[src/rtl/b64enc_pkg.sv]
// shared types, constants and the base64 alphabet for the stream encoder
package b64enc_pkg;

   localparam int unsigned BYTE_W     = 8;
   localparam int unsigned CHAR_W     = 7;
   localparam int unsigned GROUP_W    = 24;
   localparam int unsigned SEXTET_W   = 6;
   localparam int unsigned QUEUE_DEPTH = 2;
   localparam int unsigned QPTR_W     = $clog2(QUEUE_DEPTH);
   localparam int unsigned QCNT_W     = $clog2(QUEUE_DEPTH + 1);

   localparam logic [CHAR_W-1:0] CHAR_PAD   = 7'd61;  // '='
   localparam logic [CHAR_W-1:0] CHAR_UPPER = 7'd65;  // 'A'
   localparam logic [CHAR_W-1:0] CHAR_LOWER = 7'd97;  // 'a'
   localparam logic [CHAR_W-1:0] CHAR_DIGIT = 7'd48;  // '0'
   localparam logic [CHAR_W-1:0] CHAR_PLUS  = 7'd43;  // '+'
   localparam logic [CHAR_W-1:0] CHAR_SLASH = 7'd47;  // '/'

   // number of trailing pad characters in a group
   typedef enum logic [1:0] {
      PAD_NONE = 2'd0,
      PAD_ONE  = 2'd1,
      PAD_TWO  = 2'd2
   } pad_type;

   // one classified group, handed from the front to the back
   typedef struct packed {
      logic [GROUP_W-1:0] group;
      pad_type            pad;
      logic               eom;
   } grp_type;

   // queue head as seen by the back
   typedef struct packed {
      logic    valid;
      grp_type entry;
   } qhead_type;

   // back status for checks at the top level
   typedef struct packed {
      logic [1:0] idx;
      logic       pop;
   } back_stat_type;

   function automatic logic [CHAR_W-1:0] sextet_char(input logic [SEXTET_W-1:0] v);
      logic [CHAR_W-1:0] v7;
      v7 = {1'b0, v};
      if (v < 6'd26) begin
         sextet_char = CHAR_UPPER + v7;
      end else if (v < 6'd52) begin
         sextet_char = CHAR_LOWER + v7 - 7'd26;
      end else if (v < 6'd62) begin
         sextet_char = CHAR_DIGIT + v7 - 7'd52;
      end else if (v == 6'd62) begin
         sextet_char = CHAR_PLUS;
      end else begin
         sextet_char = CHAR_SLASH;
      end
   endfunction

endpackage

[src/rtl/b64enc_ifs.sv]
// valid/ready channel interfaces for the byte input and the character output
interface b64enc_req_if;
   logic       valid;
   logic       ready;
   logic [7:0] data_byte;
   logic       end_of_message;

   modport source (output valid, output data_byte, output end_of_message, input ready);
   modport sink   (input valid, input data_byte, input end_of_message, output ready);
endinterface

interface b64enc_rsp_if;
   logic       valid;
   logic       ready;
   logic [6:0] out_char;
   logic       last_char;

   modport source (output valid, output out_char, output last_char, input ready);
   modport sink   (input valid, input out_char, input last_char, output ready);
endinterface

[src/rtl/b64enc_front.sv]
// front: collects bytes into groups of three and classifies closed groups
module b64enc_front (
   input  logic                            clock,
   input  logic                            reset,
   input  logic                            in_valid,
   input  logic [b64enc_pkg::BYTE_W-1:0]   in_byte,
   input  logic                            in_eom,
   input  logic                            push_ready,
   output logic                            in_ready,
   output logic                            push_valid,
   output b64enc_pkg::grp_type             push_entry
);
   import b64enc_pkg::*;

   logic [2*BYTE_W-1:0] pend_ff, pend_in;
   logic [1:0]          cnt_ff, cnt_in;
   logic [1:0]          held;
   logic                accept;

   assign in_ready = push_ready;
   assign accept   = in_valid && push_ready;
   // held count of three cannot occur; treated as two
   assign held     = (cnt_ff == 2'd3) ? 2'd2 : cnt_ff;

   always_comb begin
      pend_in          = pend_ff;
      cnt_in           = cnt_ff;
      push_valid       = 1'b0;
      push_entry.group = {pend_ff, in_byte};
      push_entry.pad   = PAD_NONE;
      push_entry.eom   = in_eom;
      unique case (held)
         2'd2: begin
            push_valid = in_valid;
            if (accept) begin
               pend_in = '0;
               cnt_in  = 2'd0;
            end
         end
         2'd1: begin
            push_entry.group = {pend_ff[BYTE_W-1:0], in_byte, {BYTE_W{1'b0}}};
            push_entry.pad   = PAD_ONE;
            push_valid       = in_valid && in_eom;
            if (accept) begin
               pend_in = in_eom ? '0 : {pend_ff[BYTE_W-1:0], in_byte};
               cnt_in  = in_eom ? 2'd0 : 2'd2;
            end
         end
         default: begin
            push_entry.group = {in_byte, {2*BYTE_W{1'b0}}};
            push_entry.pad   = PAD_TWO;
            push_valid       = in_valid && in_eom;
            if (accept) begin
               pend_in = in_eom ? '0 : {pend_ff[BYTE_W-1:0], in_byte};
               cnt_in  = in_eom ? 2'd0 : 2'd1;
            end
         end
      endcase
   end

   always_ff @(posedge clock) begin
      if (reset) begin
         pend_ff <= '0;
         cnt_ff  <= 2'd0;
      end else begin
         pend_ff <= pend_in;
         cnt_ff  <= cnt_in;
      end
   end

endmodule

[src/rtl/b64enc_queue.sv]
// short group queue between front and back
module b64enc_queue (
   input  logic                         clock,
   input  logic                         reset,
   input  logic                         push_valid,
   input  b64enc_pkg::grp_type          push_entry,
   output logic                         push_ready,
   input  logic                         pop,
   output b64enc_pkg::qhead_type        head,
   output logic [b64enc_pkg::QCNT_W-1:0] count
);
   import b64enc_pkg::*;

   grp_type           mem_ff [QUEUE_DEPTH];
   logic [QPTR_W-1:0] wr_ff, wr_in, rd_ff, rd_in;
   logic [QCNT_W-1:0] cnt_ff, cnt_in;
   logic              do_push, do_pop;

   assign push_ready = (cnt_ff != QCNT_W'(QUEUE_DEPTH));
   assign do_push    = push_valid && push_ready;
   assign do_pop     = pop && (cnt_ff != '0);
   assign head.valid = (cnt_ff != '0);
   assign head.entry = mem_ff[rd_ff];
   assign count      = cnt_ff;

   always_comb begin
      wr_in  = wr_ff;
      rd_in  = rd_ff;
      cnt_in = cnt_ff;
      if (do_push) begin
         wr_in = (wr_ff == QPTR_W'(QUEUE_DEPTH - 1)) ? '0 : wr_ff + 1'b1;
      end
      if (do_pop) begin
         rd_in = (rd_ff == QPTR_W'(QUEUE_DEPTH - 1)) ? '0 : rd_ff + 1'b1;
      end
      priority case (1'b1)
         do_push && !do_pop: cnt_in = cnt_ff + 1'b1;
         do_pop && !do_push: cnt_in = cnt_ff - 1'b1;
         default:            cnt_in = cnt_ff;
      endcase
   end

   always_ff @(posedge clock) begin
      if (do_push) begin
         mem_ff[wr_ff] <= push_entry;
      end
   end

   always_ff @(posedge clock) begin
      if (reset) begin
         wr_ff  <= '0;
         rd_ff  <= '0;
         cnt_ff <= '0;
      end else begin
         wr_ff  <= wr_in;
         rd_ff  <= rd_in;
         cnt_ff <= cnt_in;
      end
   end

endmodule

[src/rtl/b64enc_back.sv]
// back: turns each queued group into four characters, one per cycle while out_ready allows
module b64enc_back (
   input  logic                          clock,
   input  logic                          reset,
   input  b64enc_pkg::qhead_type         head,
   output logic                          pop,
   output logic                          out_valid,
   input  logic                          out_ready,
   output logic [b64enc_pkg::CHAR_W-1:0] out_char,
   output logic                          out_last,
   output b64enc_pkg::back_stat_type     stat
);
   import b64enc_pkg::*;

   logic [1:0]          idx_ff, idx_in;
   logic                vld_ff, vld_in;
   logic [CHAR_W-1:0]   chr_ff, chr_in;
   logic                last_ff, last_in;
   logic                load;
   logic [SEXTET_W-1:0] sx;
   logic                is_pad;

   assign load = !vld_ff || out_ready;

   always_comb begin
      unique case (idx_ff)
         2'd0: sx = head.entry.group[23:18];
         2'd1: sx = head.entry.group[17:12];
         2'd2: sx = head.entry.group[11:6];
         default: sx = head.entry.group[5:0];
      endcase
      is_pad = ((idx_ff == 2'd3) && (head.entry.pad != PAD_NONE)) ||
               ((idx_ff == 2'd2) && (head.entry.pad == PAD_TWO));
   end

   always_comb begin
      idx_in  = idx_ff;
      vld_in  = vld_ff;
      chr_in  = chr_ff;
      last_in = last_ff;
      pop     = 1'b0;
      if (load) begin
         vld_in = head.valid;
         if (head.valid) begin
            chr_in  = is_pad ? CHAR_PAD : sextet_char(sx);
            last_in = head.entry.eom && (idx_ff == 2'd3);
            idx_in  = idx_ff + 2'd1;
            pop     = (idx_ff == 2'd3);
         end
      end
   end

   always_ff @(posedge clock) begin
      if (reset) begin
         idx_ff <= 2'd0;
         vld_ff <= 1'b0;
      end else begin
         idx_ff <= idx_in;
         vld_ff <= vld_in;
      end
   end

   always_ff @(posedge clock) begin
      chr_ff  <= chr_in;
      last_ff <= last_in;
   end

   assign out_valid = vld_ff;
   assign out_char  = chr_ff;
   assign out_last  = last_ff;
   assign stat.idx  = idx_ff;
   assign stat.pop  = pop;

endmodule

[src/rtl/base64_stream_encoder.sv]
// path: an accepted closing byte's group is written into the group queue, then its first character
//   is loaded into the back's output register; four characters per group leave at one per cycle
//   from that register while out_ready allows and a group is queued
// the two-entry group queue lets the front keep taking bytes while the back drains
// reset: synchronous, active high; clears held bytes, byte count, queue pointers and
//   output valid; character payload registers are not reset
module base64_stream_encoder (
   input  logic          clock,
   input  logic          reset,
   b64enc_req_if.sink    req,
   b64enc_rsp_if.source  rsp
);
   import b64enc_pkg::*;

   // front to queue
   logic          push_valid;
   logic          push_ready;
   grp_type       push_entry;

   // queue to back
   qhead_type     head;
   logic          pop;
   logic [QCNT_W-1:0] q_count;

   back_stat_type back_stat;

   // front: holds up to two pending bytes and closes groups on the third
   // byte or on end of message, tagging the pad count
   b64enc_front u_front (
      .clock      (clock),
      .reset      (reset),
      .in_valid   (req.valid),
      .in_byte    (req.data_byte),
      .in_eom     (req.end_of_message),
      .push_ready (push_ready),
      .in_ready   (req.ready),
      .push_valid (push_valid),
      .push_entry (push_entry)
   );

   // group queue decouples byte intake from character output
   b64enc_queue u_queue (
      .clock      (clock),
      .reset      (reset),
      .push_valid (push_valid),
      .push_entry (push_entry),
      .push_ready (push_ready),
      .pop        (pop),
      .head       (head),
      .count      (q_count)
   );

   // back: serializes a group into four characters with padding
   b64enc_back u_back (
      .clock     (clock),
      .reset     (reset),
      .head      (head),
      .pop       (pop),
      .out_valid (rsp.valid),
      .out_ready (rsp.ready),
      .out_char  (rsp.out_char),
      .out_last  (rsp.last_char),
      .stat      (back_stat)
   );

   // a group enters the queue only with an accepted item
   a_push_on_accept: assert property (@(posedge clock) disable iff (reset)
      (push_valid && push_ready) |-> (req.valid && req.ready))
      else $error("group pushed without an accepted item");

   // queue never overfills
   a_queue_bound: assert property (@(posedge clock) disable iff (reset)
      q_count <= QCNT_W'(QUEUE_DEPTH))
      else $error("group queue over depth");

   // a last character is always the fourth of its group
   a_last_is_fourth: assert property (@(posedge clock) disable iff (reset)
      (rsp.valid && rsp.last_char) |-> (back_stat.idx == 2'd0 || $past(back_stat.pop)))
      else $error("last character not at end of group");

   // popping a group needs a queued group
   a_pop_nonempty: assert property (@(posedge clock) disable iff (reset)
      back_stat.pop |-> (head.valid && back_stat.idx == 2'd3))
      else $error("pop from empty queue or mid-group");

endmodule
[src/flat_wrapper.sv]
// flat-port wrapper written by rule: the top's interface ports become plain ports
module base64_stream_encoder_flat import b64enc_pkg::*;
  (clock, reset, req_valid, req_data_byte, req_end_of_message, req_ready, rsp_valid, rsp_out_char, rsp_last_char, rsp_ready);
  b64enc_req_if req_i ();
  b64enc_rsp_if rsp_i ();
  input  logic clock;
  input  logic reset;
  input wire logic [$bits(req_i.valid)-1:0] req_valid;
  input wire logic [$bits(req_i.data_byte)-1:0] req_data_byte;
  input wire logic [$bits(req_i.end_of_message)-1:0] req_end_of_message;
  output wire logic [$bits(req_i.ready)-1:0] req_ready;
  output wire logic [$bits(rsp_i.valid)-1:0] rsp_valid;
  output wire logic [$bits(rsp_i.out_char)-1:0] rsp_out_char;
  output wire logic [$bits(rsp_i.last_char)-1:0] rsp_last_char;
  input wire logic [$bits(rsp_i.ready)-1:0] rsp_ready;
  assign req_i.valid = req_valid;
  assign req_i.data_byte = req_data_byte;
  assign req_i.end_of_message = req_end_of_message;
  assign req_ready = req_i.ready;
  assign rsp_valid = rsp_i.valid;
  assign rsp_out_char = rsp_i.out_char;
  assign rsp_last_char = rsp_i.last_char;
  assign rsp_i.ready = rsp_ready;
  base64_stream_encoder u_core (.clock(clock), .reset(reset), .req(req_i), .rsp(rsp_i));
endmodule
[config.mk]
export PLATFORM = sky130hd
export DESIGN_NAME = base64_stream_encoder_flat
export DESIGN_NICKNAME = d
export VERILOG_FILES = /design/src/rtl/b64enc_pkg.sv /design/src/rtl/b64enc_ifs.sv /design/src/rtl/b64enc_front.sv /design/src/rtl/b64enc_queue.sv /design/src/rtl/b64enc_back.sv /design/src/rtl/base64_stream_encoder.sv /design/src/flat_wrapper.sv
export SDC_FILE = /design/constraint.sdc
export NUM_CORES = 1
export LEC_CHECK = 0
export ABC_AREA = 1
export BUFFER_PORTS_ARGS = -buffer_cell sky130_fd_sc_hd__buf_2
export CAP_MARGIN = 20
export CORE_ASPECT_RATIO = 1.2
export CORE_MARGIN = 4
export CORE_UTILIZATION = 56
export CTS_BUF_LIST = sky130_fd_sc_hd__clkbuf_4 sky130_fd_sc_hd__clkbuf_8
export DETAILED_ROUTE_END_ITERATION = 12
export PLACE_DENSITY_LB_ADDON = 0.15
export REMOVE_ABC_BUFFERS = 1
export SLEW_MARGIN = 40
export SYNTH_ARGS = -nofsm -noshare
export SYNTH_HDL_FRONTEND = slang
export SYNTH_HIERARCHICAL = 1
export SYNTH_SLANG_ARGS = --single-unit
[constraint.sdc]
create_clock -name clock -period 2.36 [get_ports clock]
set_input_delay 0.472 -clock clock [delete_from_list [all_inputs] [get_ports clock]]
set_output_delay 0.472 -clock clock [all_outputs]
set_load 0.03 [all_outputs]
After elaboration in Yosys (flattened, before gate mapping)
Memories as Yosys holds them, arrays and structs flattened. A register that Yosys moved wholly into a read port is not among the register bits.
Cells that the tools add are included.
Operators by class
  $add $sub $neg: 10
  order comparisons: 3
  eq/ne operators: 9
  mux-type cells: 28
  reductions and logical operators: 19
Operators with widths (count)
  two-way mux 16 bit: 4
  case mux 26 bit (2 select lines): 1
  two-way mux 7 bit: 3
  case mux 6 bit (3 select lines): 1
  adder 7 x 6 -> 7 bit, first input constant: 2
  two-way mux 2 bit: 7
  < comparator 6 bit, second input constant: 2
  == test 2 bit, second input constant: 5
  two-way mux 1 bit: 10
  logical AND 1 bit: 9
  adder 6 x 6 -> 7 bit, first input constant: 1
  subtractor 7 x 5 -> 7 bit, second input constant: 1
  subtractor 7 x 6 -> 7 bit, second input constant: 1
  == test 6 bit, second input constant: 1
  < comparator 6 x 5 -> 1 bit, second input constant: 1
  nonzero test 2 bit: 3
  adder 2 x 1 -> 2 bit, second input constant: 2
  == test 2 x 1 -> 1 bit, second input constant: 2
  case mux 2 bit (2 select lines): 1
  logical NOT 1 bit: 3
  two-way mux 3 bit: 1
  adder 1 bit, second input constant: 2
  logical NOT 2 bit: 1
  logical OR 1 bit: 2
  3 further kinds: 3
Word-level totals
  register bits: 33
  bits in writable memories: 54
  bits of input ports: 13
  output and inout bits: 10
  word-level logic and storage cells: 79
  memories kept: 1
Memories
  u_core.u_queue.mem_ff: depth 2, width 27, rd ports 1, clocked after Yosys merged registers in 1, write ports 1, line b64enc_queue.sv:14  | grp_type mem_ff [QUEUE_DEPTH];

Depth between registers and ports, before layout
  depth after elaboration: 9
  mapped depth: 15
  gate-level depth less buffers: 14

Hierarchy
The synthesis kept the hierarchy.
By module, submodules not included
  b64enc_queue: instances 1, cells an instance 121, area an instance 2290.9 sq um, sequential area each 1721.7 sq um
  b64enc_back: instances 1, cells an instance 164, area an instance 1183.6 sq um, sequential area each 300.3 sq um
  b64enc_front: instances 1, cells an instance 162, area an instance 1124.8 sq um, sequential area each 360.3 sq um

Worst setup path after synthesis
No wires, ideal clock.
  kind: input to register
  start point: in req_end_of_message
  end point: mem u_core/u_queue/mem_ff[1][0] (netlist name) (enable)
  setup time: 0.411 ns
  arrival: 1.971 ns
  required time: 1.949 ns
  setup slack: -0.022 ns
  stages: 5
  buffers on the path: 1
  cells stage by stage: nor2_8 -> buf_12 -> nor2_1 -> nand2_1 -> nor2_1
Between the ends
  word-level cells in the longest chain between the ends: 5
Ends and longest elaborated chain
  start, declared: line flat_wrapper.sv:10  | input wire logic [$bits(req_i.end_of_message)-1:0] req_end_of_message;
  logical AND 1 bit: line b64enc_front.sv:43, b64enc_front.sv:52
  two-way mux 1 bit
  named net u_core.push_valid: line base64_stream_encoder.sv:16  | logic push_valid;
  logical AND 1 bit: line b64enc_queue.sv:20  | assign do_push = push_valid && push_ready;
  two-way mux 1 bit: line b64enc_queue.sv:44  | if (do_push) begin
  two-way mux 1 bit (implied by the code): line b64enc_queue.sv:45  | mem_ff[wr_ff] <= push_entry;
  end, declared: line b64enc_queue.sv:14
The timed path passes the listed nets, and every way through them passes these cells.

==> reports/results.txt <==
Mapped Avg Cell Area - 10.30 um2
Pleak - 2.073 nW
Iteration-0 DRC Markers - 184
final hold vios - 0
NumNets Final - 505
Max FO, Critical Path - 10
synth warn - 6
Util after Layout - 64.95%
Detail Route Antenna Nets - 0
Clock Pin Slew Worst Setup and Hold Paths - 0.09 ns
CTS Root Cell - clkbuf_8
Final GP Congestion - 0.8598
Slew Limit Headroom - 65.57%
Startpoint Class - flip-flop
most used cell, CP - nand2_1
Design Area, Final - 5091 um2
core area - 7839 um2
RSZ-0062 raised after global routing - no
CTS H-tree lvls - 3
largest net degree at the start of global routing - 28
Max Slew Vio Count - 0
I/O Buffers - 22
Ports - 23
max_cap viols - 0
final setup vio count - 0
vias in the first global route - 3083
Starting Density - 58.58%
Min Hold Slack - 0.4067 ns
crit-path max cell delay - 0.40 ns
Worst-Skew Late Latency - 0.35 ns
Critical Path End Type - flip-flop
Cell Pwr Density - 752.8 nW/um2
run status - finished clean
die area - 9719 um2
area delta synth->final - 10.87%
Hold Buf Count CTS - 0
Vias/cell - 5.294
WS Path Type - reg -> reg
Clock Path Buffers - 2
CTS Buf Count - 9
worst vdd ir - 452.4 uV
critical-path cell list - buf_12 -> mux2_4 -> a21oi_1 -> nand3_2 -> nand2_4 -> ha_2 -> inv_1 -> nand3_1 -> nand3_1 -> nand3_2 -> nand2_1 -> nand2_1 -> nand2_1
first-pass GRT wire length - 14.72 mm
Die Height - 107.2 um
Worst Hold Class - in -> reg
Final WS setup - 0.1366 ns
First-pass DRT Iterations - 4
Setup TNS Final - 0 ns
antenna violations before repair - 0
WP data required - 2.46 ns
routed wire length - 8.607 mm
Die Span X - 90.67 um
TritonCTS clock tree - yes
layout cells sized above 1 - 30.67%
fmax - 449.8 MHz
Mapped Cells - 446
Syn Std Cell Area - 4592 um2
post-layout min period - 2.223 ns
Worst Max-Slew Pin Slew - 0.5164 ns
dpl ws - 0.001739 ns
Critical-path top delay cell - dfxtp_4
Worst Skew - 0.01339 ns
grt ovf - 0
gr usage total - 19.24%
Residual DRC - 0
row count - 35
n_diodes - 0
post-placement cell area - 4835 um2
vias - 3076
Routed WL per cell - 14.81 um
Tcrit/Tclk final - 94.21%
Crit path arrival time - 2.32 ns
# clock sinks - 88
postcts setup bufs - 0
Detailed Place HPWL - 6.424 mm
## routing by layer
metal / vias to the layer above / global-route usage [%] / part of all wire, %
li1: 1556 / - / -
met1: 1454 / 22.12 / 42
met2: 50 / 35.67 / 53
met3: 16 / 3.228 / 2.5
met4: 0 / 7.221 / 2.2
met5: - / 0 / 0
## state kept, by name, summed over array words and instances, names as in the netlist, named ones only
register	count
u_core/u_queue/rd_ff	1
u_core/u_front/pend_ff	16
u_core/u_front/cnt_ff	2
u_core/u_queue/wr_ff	1
u_core/u_queue/count	2
u_core/u_back/out_char	7
u_core/u_back/out_valid	1
u_core/u_queue/mem_ff	54
u_core/u_back/idx_ff	2
u_core/u_back/out_last	1
## power breakdown
part           internal [mW]  switching [mW]  leakage [nW]
combinational          0.367           0.639          1.17
sequential              1.77          0.0329         0.793
clock                  0.538           0.487         0.105
total                   2.67            1.16          2.07
## per-stage QoR
| step | instances | power (mW) |
|---|---|---|
| finish | 581 | 3.833 |
| global route | 581 | 4.036 |
| CTS | 581 | 3.839 |
| detailed placement | 564 | 2.823 |
| global placement | 564 | 2.809 |
| floorplan | 431 | 2.514 |
## placed cells by master, fill, tap and decap left out, types with 5 or more instances in the layout
cell and n:
nand2_1 125, edfxtp_1 62, inv_1 37, nand3_1 25
dfxtp_1 25, buf_2 22, mux2_4 20, a21oi_1 18
nor2_1 18, buf_4 17, nand3_2 10, clkbuf_8 9
nor2_2 9, inv_2 8, a21oi_2 8, nand2_4 7
o21ai_0 7, mux2_2 7, nor2_4 5, o211ai_1 5
nand4_1 5, ha_1 5
## final timing paths
kind	end	start	slack [ns]	depth (start not counted)
worst min-delay path	u_core/u_front/pend_ff[0]$_SDFFE_PP0P_	req_data_byte[0]	0.41	3
worst min register to register	u_core/u_front/pend_ff[8]$_SDFFE_PP0P_	u_core/u_front/pend_ff[8]$_SDFFE_PP0P_	0.47	2
worst max register to register	u_core/u_back/out_char[4]$_SDFFCE_PP1P_	flip-flop	0.14	13
worst max-delay path	u_core/u_back/out_char[4]$_SDFFCE_PP1P_	flip-flop	0.14	13
## final cells by class
| cell class | instances | area, um2 |
|---|---|---|
| multi-input cells | 295 | 1898 |
| flip-flops and latches | 88 | 2386 |
| inverters | 48 | 188.9 |
| well taps | 92 | 115.1 |
| fillers | 636 | 2748 |
| repair buffers | 42 | 305.3 |
| clock buffers | 13 | 153.9 |
| clock inverters | 3 | 43.79 |
## repair_timing
action | 4_1_cts | 5_1_grt
cloned | 1 | 0
endpoints found under the setup margin | 2 | 5
gates resized for setup | 1 | 8
pin swaps | 0 | 3
## critical path: cells and delay by family, from the launching register on
kind | cells | cell delay [ns]
compound gates | 1 | 0.19
fa+ha+maj | 1 | 0.18
buf+inv | 2 | 0.20
flops | 1 | 0.40
mux | 1 | 0.29
simple gates | 8 | 0.72
Note: power is estimated with default switching activity, not from simulation.
